--- src/hw/rtl/cdd_pkg.sv ---
// ---------------------------------------------------------------------------
// cdd_pkg
// Types, codes and calendar tables for the date decrement block.
// ---------------------------------------------------------------------------
package cdd_pkg;

  typedef struct packed {
    logic signed [15:0] in_year;
    logic [3:0]         in_month;
    logic [4:0]         in_day;
    logic [1:0]         opcode;
    logic [15:0]        step_count;
  } in_beat_t;

  typedef struct packed {
    logic signed [15:0] out_year;
    logic [3:0]         out_month;
    logic [4:0]         out_day;
  } out_beat_t;

  // Opcodes
  localparam logic [1:0] OP_DAYS       = 2'd0;
  localparam logic [1:0] OP_MONTHS     = 2'd1;
  localparam logic [1:0] OP_YEARS_STEP = 2'd2;
  localparam logic [1:0] OP_YEARS_DIR  = 2'd3;

  localparam logic [3:0] MONTH_JAN = 4'd1;
  localparam logic [3:0] MONTH_FEB = 4'd2;
  localparam logic [3:0] MONTH_DEC = 4'd12;

  localparam logic [4:0] DAY_FIRST  = 5'd1;
  localparam logic [4:0] DAY_LEAP   = 5'd29;
  localparam logic [4:0] DAY_FEB    = 5'd28;
  localparam logic [4:0] DAY_DEC    = 5'd31;

  // x divisible by 25 iff (x * INV25) mod 2^16 <= DIV25_LIMIT (x unsigned, 16 bits)
  localparam logic [15:0] INV25       = 16'd23593;
  localparam logic [15:0] DIV25_LIMIT = 16'd2621;

  function automatic logic [4:0] cdd_month_days(input logic [3:0] m, input logic leap);
    logic [4:0] len;
    unique case (m)
      4'd1, 4'd3, 4'd5, 4'd7, 4'd8, 4'd10, 4'd12: len = 5'd31;
      4'd4, 4'd6, 4'd9, 4'd11:                    len = 5'd30;
      4'd2:                                       len = leap ? DAY_LEAP : DAY_FEB;
      default:                                    len = 5'd0;
    endcase
    return len;
  endfunction

endpackage

--- src/hw/rtl/calendar_date_decrement_top.sv ---
// ---------------------------------------------------------------------------
// calendar_date_decrement_top
// Moves a proleptic Gregorian date back by a count of days, months or years.
// ---------------------------------------------------------------------------
//
//  channel | ports                          | dir | content
//  --------+--------------------------------+-----+------------------------------------
//  input   | in_valid, in_ready, in_data    | in  | year, month, day, opcode, count
//  result  | out_valid, out_ready, out_data | out | year, month, day (one per input)
//
// Stepping: days and months take one step per count; a year crossed before the
//   last step reruns the leap check (S_ABS, S_CHK) before stepping on. Both year
//   opcodes run the leap check, subtract in S_NORM, check again, then go to S_FIX.
//   The month loop is the long pole, with count 65535 the longest item.
// One beat is in flight at a time; in_ready is high only while idle.
// The result register frees the input side: a new beat is taken while a result
//   still waits for out_ready. A finished item holds in its last state until the
//   result register is free.
// Reset (rst_n low, synchronous) returns to idle and drops out_valid.
module calendar_date_decrement_top import cdd_pkg::*; (
  input  logic      clk,
  input  logic      rst_n,
  input  logic      in_valid,
  output logic      in_ready,
  input  in_beat_t  in_data,
  output logic      out_valid,
  input  logic      out_ready,
  output out_beat_t out_data
);

  typedef enum logic [2:0] {
    S_IDLE,   // waiting for a beat
    S_ABS,    // leap check, step 1: magnitude of the year
    S_CHK,    // leap check, step 2: divisibility tests
    S_NORM,   // clamp the start day; year opcodes subtract here
    S_STEP,   // one day or one month back per cycle, paused by the leap check after a year change
    S_FIX,    // 29 February rule for the year opcodes
    S_DONE    // hand the result to the output register
  } state_t;

  state_t             state_r, state_nxt;
  state_t             ret_r, ret_nxt;
  logic               out_valid_r, out_valid_nxt;
  out_beat_t          out_data_r;
  logic               out_load;

  logic signed [15:0] year_r, year_nxt;
  logic [3:0]         month_r, month_nxt;
  logic [4:0]         day_r, day_nxt;
  logic [1:0]         op_r, op_nxt;
  logic [15:0]        cnt_r, cnt_nxt;
  logic [15:0]        abs_r, abs_nxt;
  logic               leap_r, leap_nxt;

  // Shared year subtractor: negate for magnitude, decrement, or subtract count.
  logic [15:0]        sub_a, sub_b, sub_y;
  logic [15:0]        prod_lo;
  logic [4:0]         len_cur, len_dn;
  logic [3:0]         month_dn;
  logic [15:0]        cnt_dn;
  logic               ychg;

  assign sub_y    = sub_a - sub_b;
  // only the low 16 bits of the product matter for the divisibility test
  assign prod_lo  = abs_r * INV25;
  assign month_dn = month_r - 4'd1;
  assign len_cur  = cdd_month_days(month_r, leap_r);
  assign len_dn   = cdd_month_days(month_dn, leap_r);
  assign cnt_dn   = cnt_r - 16'd1;

  always_comb begin
    state_nxt = state_r;
    ret_nxt   = ret_r;
    year_nxt  = year_r;
    month_nxt = month_r;
    day_nxt   = day_r;
    op_nxt    = op_r;
    cnt_nxt   = cnt_r;
    abs_nxt   = abs_r;
    leap_nxt  = leap_r;
    out_load  = 1'b0;
    ychg      = 1'b0;
    sub_a     = year_r;
    sub_b     = 16'd1;

    unique case (state_r)
      S_IDLE: begin
        if (in_valid) begin
          year_nxt = in_data.in_year;
          if (in_data.in_month == 4'd0) begin
            month_nxt = MONTH_JAN;
          end else if (in_data.in_month > MONTH_DEC) begin
            month_nxt = MONTH_DEC;
          end else begin
            month_nxt = in_data.in_month;
          end
          day_nxt   = (in_data.in_day == 5'd0) ? DAY_FIRST : in_data.in_day;
          op_nxt    = in_data.opcode;
          cnt_nxt   = in_data.step_count;
          ret_nxt   = S_NORM;
          state_nxt = S_ABS;
        end
      end
      S_ABS: begin
        sub_a     = 16'd0;
        sub_b     = year_r;
        abs_nxt   = year_r[15] ? sub_y : year_r;
        state_nxt = S_CHK;
      end
      S_CHK: begin
        // leap: divisible by 4, and not by 25 unless also by 16 (i.e. by 400)
        leap_nxt  = (year_r[1:0] == 2'd0) &&
                    ((prod_lo > DIV25_LIMIT) || (year_r[3:0] == 4'd0));
        state_nxt = ret_r;
      end
      S_NORM: begin
        if (day_r > len_cur) begin
          day_nxt = len_cur;
        end
        if (op_r == OP_DAYS || op_r == OP_MONTHS) begin
          state_nxt = (cnt_r == 16'd0) ? S_DONE : S_STEP;
        end else begin
          sub_b     = cnt_r;
          year_nxt  = sub_y;
          ret_nxt   = S_FIX;
          state_nxt = S_ABS;
        end
      end
      S_STEP: begin
        cnt_nxt = cnt_dn;
        if (op_r == OP_DAYS) begin
          if (day_r == DAY_FIRST) begin
            if (month_r != MONTH_JAN) begin
              month_nxt = month_dn;
              day_nxt   = len_dn;
            end else begin
              year_nxt  = sub_y;
              month_nxt = MONTH_DEC;
              day_nxt   = DAY_DEC;
              ychg      = 1'b1;
            end
          end else begin
            day_nxt = day_r - 5'd1;
          end
        end else begin
          if (month_r == MONTH_JAN) begin
            // December is 31 days long, so the day never clamps here
            year_nxt  = sub_y;
            month_nxt = MONTH_DEC;
            ychg      = 1'b1;
          end else begin
            month_nxt = month_dn;
            if (day_r > len_dn) begin
              day_nxt = len_dn;
            end
          end
        end
        if (cnt_dn == 16'd0) begin
          state_nxt = S_DONE;
        end else if (ychg) begin
          ret_nxt   = S_STEP;
          state_nxt = S_ABS;
        end
      end
      S_FIX: begin
        // Stepwise years pass a common year whenever two or more are taken.
        if (month_r == MONTH_FEB && day_r == DAY_LEAP &&
            ((op_r == OP_YEARS_STEP && cnt_r > 16'd1) || !leap_r)) begin
          day_nxt = DAY_FEB;
        end
        state_nxt = S_DONE;
      end
      S_DONE: begin
        if (!out_valid_r || out_ready) begin
          out_load  = 1'b1;
          state_nxt = S_IDLE;
        end
      end
      default: state_nxt = S_IDLE;
    endcase

    if (out_load) begin
      out_valid_nxt = 1'b1;
    end else if (out_ready) begin
      out_valid_nxt = 1'b0;
    end else begin
      out_valid_nxt = out_valid_r;
    end
  end

  // Control state and registered outputs
  always_ff @(posedge clk) begin
    if (!rst_n) begin
      state_r     <= S_IDLE;
      ret_r       <= S_NORM;
      out_valid_r <= 1'b0;
    end else begin
      state_r     <= state_nxt;
      ret_r       <= ret_nxt;
      out_valid_r <= out_valid_nxt;
    end
    if (out_load) begin
      out_data_r.out_year  <= year_r;
      out_data_r.out_month <= month_r;
      out_data_r.out_day   <= day_r;
    end
  end

  // Working date and counters
  always_ff @(posedge clk) begin
    year_r  <= year_nxt;
    month_r <= month_nxt;
    day_r   <= day_nxt;
    op_r    <= op_nxt;
    cnt_r   <= cnt_nxt;
    abs_r   <= abs_nxt;
    leap_r  <= leap_nxt;
  end

  assign in_ready  = (state_r == S_IDLE);
  assign out_valid = out_valid_r;
  assign out_data  = out_data_r;

endmodule

--- config.mk ---
export PLATFORM = sky130hd
export DESIGN_NAME = calendar_date_decrement_top
export DESIGN_NICKNAME = d
export VERILOG_FILES = /design/src/hw/rtl/cdd_pkg.sv /design/src/hw/rtl/calendar_date_decrement_top.sv
export SDC_FILE = /design/constraint.sdc
export NUM_CORES = 1
export LEC_CHECK = 0
export ABC_AREA = 0
export BUFFER_PORTS_ARGS = -buffer_cell sky130_fd_sc_hd__buf_2
export CORE_ASPECT_RATIO = 1.5
export CORE_UTILIZATION = 40
export DETAILED_ROUTE_END_ITERATION = 8
export GPL_TIMING_DRIVEN = 0
export PLACE_DENSITY = 0.64
export RECOVER_POWER = 50
export SYNTH_ARGS = -nofsm -noshare
export SYNTH_HDL_FRONTEND = slang
export SYNTH_SLANG_ARGS = --single-unit
--- constraint.sdc ---
create_clock -name clk -period 7.6 [get_ports clk]
set_clock_uncertainty 0.05 [all_clocks]
set_input_delay 1.52 -clock clk [delete_from_list [all_inputs] [get_ports clk]]
set_output_delay 1.52 -clock clk [all_outputs]
set_load 0.03 [all_outputs]
==> results of run 1 <==
kinds of logic (layout without fill, tap and decap cells):
| kind of cell | count (synthesis) | count (layout) |
|---|---|---|
| multiplexers | 7 | 7 |
| adder cells (fa/ha/maj) | 115 | 115 |
| XOR/XNOR | 39 | 39 |
| AO/OA/AOI/OAI | 172 | 172 |
| buffers and inverters | 93 | 186 |
| AND/OR/NAND/NOR | 253 | 253 |
| flip-flops | 92 | 92 |
state kept, by name, summed over array words and instances (netlist names):
name	flops
ret_r	3
abs_r	16
out_data	25
state_r	3
day_r	5
month_r	4
out_valid	1
cnt_r	16
op_r	2
leap_r	1
year_r	16
per-layer routing:
metal | vias to the layer above | part of all wire (%) | GRT usage [%]
li1 | 2991 | - | -
met2 | 115 | 55 | 38.6
met3 | 20 | 3.2 | 2.10
met1 | 2895 | 40 | 21.6
met5 | - | 0 | 0
met4 | 0 | 2.3 | 7.11
per-stage QoR:
stage	area, sq um	util [%]	setup slack [ns]	cells
finish	8480	45.9	2.49	1116
global route	8480	45.9	2.24	1116
CTS	8580	46.4	2.44	1116
detailed placement	8270	44.8	2.47	1100
global placement	8200	44.4	1.57	1095
floorplan	7530	-	3.19	771
worst max path at each step:
stage	to	depth (start not counted)	slack, ns	start
2_1_floorplan	leap_r	15	3.19	abs_r[0]
6_report	leap_r	15	2.49	abs_r[0]
3_3_place_gp	ret_r[1]	7	1.57	in_valid
3_5_place_dp	leap_r	15	2.47	abs_r[0]
4_1_cts	leap_r	15	2.44	abs_r[0]
5_1_grt	leap_r	15	2.24	abs_r[0]
cell type report:
class / instances / area share [%]
clock buffers: 9 / 2.66
clock inverters: 7 / 0.900
flip-flops and latches: 92 / 31.7
repair buffers: 77 / 4.19
well taps: 252 / 3.72
multi-input cells: 586 / 52.5
inverters: 61 / 2.70
plain buffers: 32 / 1.61
cell usage after synthesis (6+ instances only):
| cell type | count | share of area (%) |
|---|---|---|
| o21ai_0 | 34 | 2.3 |
| nor2b_1 | 8 | 0.67 |
| a21o_1 | 8 | 0.80 |
| nand3b_1 | 6 | 0.60 |
| o21a_1 | 16 | 1.6 |
| nor2_1 | 55 | 2.7 |
| o22ai_1 | 7 | 0.58 |
| and2_1 | 19 | 1.6 |
| a21oi_1 | 29 | 1.9 |
| fa_1 | 19 | 5.1 |
| o31ai_1 | 12 | 1.2 |
| xor2_1 | 15 | 1.7 |
| inv_1 | 61 | 3.0 |
| dfxtp_1 | 7 | 1.9 |
| edfxtp_1 | 85 | 34 |
| nor4_1 | 7 | 0.58 |
| o211ai_1 | 7 | 0.70 |
| a22oi_1 | 15 | 1.5 |
| nand2_1 | 70 | 3.5 |
| nand3_1 | 14 | 0.93 |
| nor3b_1 | 7 | 0.70 |
| nand2b_1 | 6 | 0.50 |
| clkbuf_1 | 26 | 1.3 |
| nor3_1 | 25 | 1.7 |
| ha_1 | 96 | 16 |
| xnor2_1 | 24 | 2.8 |
| nand4_1 | 6 | 0.50 |
| a31oi_1 | 6 | 0.50 |
worst max-delay path: stages, from the launching register on:
cell      delay, ns
edfxtp_1       0.52
ha_1           0.38
ha_1           0.29
inv_1          0.05
fa_1           0.52
fa_1           0.55
inv_1          0.05
fa_1           0.48
ha_1           0.33
ha_1           0.37
nor2_1         0.08
xnor2_1        0.24
xnor2_1        0.17
xnor2_1        0.11
xnor2_1        0.29
a41oi_1        0.30
==> flow_summary.yaml, run 1 <==
run_status:
  status: "completed"
global_route:
  antenna_found_initial: 0
  grt_pass1_vias: 5892
  grt_pass1_wl_mm: 29.5
  grt_use_total_pct: 19.8
  grt_max_degree: 26
  grt-ovfl-total: 0
finish:
  layout-drive-gt1-share_pct: 9.14
  seq_area_sq_um: 2690
  final_cell_mix: "ha_1 (96), edfxtp_1 (85), nand2_1 (70)"
  fillers: 1811
  antenna_cells: 0
  syn_to_final_growth_pct: 12.7
  nets: 1021
  multi_input_area_sq_um: 4450
  layout_commonest_cell: "ha_1"
logic_synthesis:
  synth_top_family_by_area: "adder cells"
  yosys.area_share.xor_xnor_pct: 4.54
  synth_fp_nets: 933
  synth_compound_area_share_pct: 15.6
  muxShareOfSynthArea_pct: 1.01
  seq_area_frac_synth_pct: 35.8
  ys_types: 69
  yosys_warnings: 0
  synth_flop_cell: "edfxtp_1"
  yosys.area_share.simple_pct: 17.1
  async_flop_share_pct: 0
  avgSynthCellArea_sq_um: 9.76
  synth_seq_cells: 92
  synthAdderAreaFrac_pct: 21.0
  synth_cells: 771
  synthesis.area_sq_um: 7530
  synth_edf_count: 85
clock_network:
  clkSlewWorstSetupHoldPaths_ns: 0.07
  ctsRootBufferMaster: "clkbuf_16"
  tritoncts: "built"
  postCtsSetupRepairBufs: 0
  clock_latency_ns: 0.35
  clkSinkCount: 92
  postCtsHoldBufs: 0
  clockBufferDepth: 2
  cts_htree_levels: 3
  cts_buffers: 9
  cts.repair.resized: 0
sta:
  rsz0062_at_grt: "false"
  finalHoldViolations: 0
  hold_slack_ns: 0.400
  setup_viol: 0
  finalMaxSlewViolations: 0
  fmax_mhz: 196
  timing.slew.headroom_pct: 15.3
  post-route-period-util_pct: 67.3
  fin_crit_ns: 5.11
  tns_ns: 0
  tightest_slew_ns: 1.27
worst_setup_path:
  r2r_start: "abs_r[0]"
  startpoint_type: "flip-flop"
  r2r_slack_ns: 2.49
  critPathMaxFanout: 7
  reg2regPathDepth: 15
  crit_arrival_ns: 5.08
  critPathCaptureType: "flip-flop"
  criticalPathCategory: "flip-flop to flip-flop"
  r2r-end: "leap_r"
  cp.required_ns: 7.57
route:
  drt_wl_total_mm: 18.7
  drtIter0Drc: 302
  routed-via-count: 6021
  dr.pass1.iters: 5
  drc: 0
  detail_route.vias_per_cell: 5.40
  ant_nets: 0
  wl_per_cell_um: 16.8
hold_path:
  holdCritStartpoint: "ret_r[2]"
  hold_path_class: "flip-flop to flip-flop"
  min_delay_path_depth: 2
  holdPathEnd: "ret_r[2]"
run:
  maxCapViolCount: 0
placement:
  place_congestion: 0.890
  dp_hpwl_mm: 15.1
  portBuffers: 72
floorplanning:
  rows: 61
  start_util_pct: 40.7
  core_area_sq_um: 18500
  die_w_um: 114
  dieArea_sq_um: 19400
  io_pins: 74
  chipHeight_um: 170
Power of run 1 is not shown: default switching activity piles up to over one toggle a cycle in this logic, so the estimate is an artifact.
==> run 2: changes to the inputs <==
- PLACE_DENSITY: 0.64 -> 0.66
- clock period: 7.6 -> 4.2 ns (I/O delays scaled with it)
==> flow_summary.yaml, run 2 (synthesis gave the netlist of run 1 again) <==
route:
  met1Wirelength_mm: 7.59
  drt_wl_total_mm: 19.5
  top_layer: "met4"
  routed-via-count: 6153
  wl_met2_mm: 10.6
  dr.pass1.iters: 5
  wl_met3_um: 660
  drc: 0
  detail_route.vias_per_cell: 5.45
  ant_nets: 0
  drtIter0Drc: 376
  wl_per_cell_um: 17.3
hold_path:
  holdCritStartpoint: "ret_r[2]"
  holdPathEnd: "ret_r[2]"
  min_delay_path_depth: 2
  hold_path_class: "flip-flop to flip-flop"
worst_setup_path:
  crit_family: "adder cells"
  crit_arrival_ns: 4.55
  critPathMaxFanout: 2
  r2r-end: "leap_r"
  crit_buf_inv: 2
  slowest_delay_ns: 0.56
  r2r_start: "abs_r[0]"
  critical_path.slowest_cell: "fa_1"
  cp.required_ns: 4.19
  startpoint_type: "flip-flop"
  critPathCaptureType: "flip-flop"
  r2r_slack_ns: -0.36
  reg2regPathDepth: 15
  criticalPathCategory: "flip-flop to flip-flop"
  crit_chain: "ha_4, ha_1, inv_2, fa_1, fa_1, inv_1, fa_1, ha_4, ha_4, nor2_4, xnor2_2, xnor2_1, xnor2_1, xnor2_2, a41oi_2"
finish:
  largest_reg_flops: 25
  layout_commonest_cell: "ha_1"
  seq_area_sq_um: 2690
  antenna_cells: 0
  fillers: 1801
  multi_input_area_sq_um: 4570
  syn_to_final_growth_pct: 16.1
  nets: 1033
  final_cell_mix: "ha_1 (90), edfxtp_1 (85), nand2_1 (70)"
  fin_util_pct: 47.3
  postLayoutCellArea_sq_um: 8740
  layout-drive-gt1-share_pct: 13.7
run:
  maxCapViolCount: 0
sta:
  rsz0062_at_grt: "true"
  finalMaxSlewViolations: 0
  timing.slew.headroom_pct: 11.2
  setup_ws_ns: -0.359
  tightest_slew_ns: 1.32
  fmax_mhz: 219
  fin_crit_ns: 4.56
  post-route-period-util_pct: 109
  hold_slack_ns: 0.400
  setup_viol: 1
  finalHoldViolations: 0
clock_network:
  clkSinkCount: 92
  clockBufferDepth: 2
  ctsRootBufferMaster: "clkbuf_16"
  clkSlewWorstSetupHoldPaths_ns: 0.07
  cts_htree_levels: 3
  cts_buffers: 9
  postCtsHoldBufs: 0
  clock_latency_ns: 0.35
  tritoncts: "built"
floorplanning:
  dieArea_sq_um: 19400
  chipHeight_um: 170
  io_pins: 74
  start_util_pct: 40.7
  rows: 61
  die_w_um: 114
  core_area_sq_um: 18500
run_status:
  status: "finished, violations left"
  violations: "setup timing"
global_route:
  grt-ovfl-total: 0
  grt_max_degree: 26
  antenna_found_initial: 0
  grt_pass1_vias: 5971
  grt_pass1_wl_mm: 30.4
  grt_use_total_pct: 20.4
placement:
  place_congestion: 0.874
  placed_area_sq_um: 8290
  portBuffers: 72
  dp_hpwl_mm: 15.4
## run 2: timing repair
| item | 4_1_cts | 5_1_grt |
|---|---|---|
| setup buffers | 9 | 5 |
| pin swaps | 12 | 21 |
| gates resized for setup | 9 | 16 |
| endpoints found under the setup margin | 13 | 9 |
## run 2: cell type report
type | instances | area share [%]
repair buffers | 90 | 5.32
well taps | 252 | 3.61
flip-flops and latches | 92 | 30.8
plain buffers | 31 | 1.62
clock inverters | 7 | 1.20
inverters | 61 | 2.62
multi-input cells | 586 | 52.2
clock buffers | 9 | 2.58
## run 2: per-layer routing
metal / track usage, % / up-vias
met3: 2.35 / 35
met4: 8.64 / 0
met5: 0 / -
met1: 22.7 / 2948
li1: - / 3022
met2: 38.8 / 148
## run 2: worst max path at each step
stage / end / from / depth (start not counted) / slack [ns]
6_report: leap_r / abs_r[0] / 15 / -0.36
5_1_grt: leap_r / abs_r[0] / 15 / -0.47
4_1_cts: leap_r / abs_r[0] / 15 / -0.45
3_5_place_dp: leap_r / abs_r[0] / 15 / -0.80
3_3_place_gp: ret_r[1] / in_valid / 7 / -1.17
2_1_floorplan: leap_r / abs_r[0] / 15 / 0.01
## run 2: through the flow
step | setup TNS (ns) | std cells | worst slack, ns
after floorplan | 0 | 771 | 0.0124
after global placement | -29.54 | 1095 | -1.17
after CTS | -0.445 | 1124 | -0.445
after global routing | -0.473 | 1128 | -0.473
final | -0.359 | 1128 | -0.359
after detailed placement | -4.31 | 1099 | -0.800
## run 2: tightest hold or removal path, cell delays in order (launching register included)
cell and delay [ns]:
dfxtp_1 0.31, inv_1 0.05, a21oi_1 0.05
Power of run 2 is left out for the same reason.
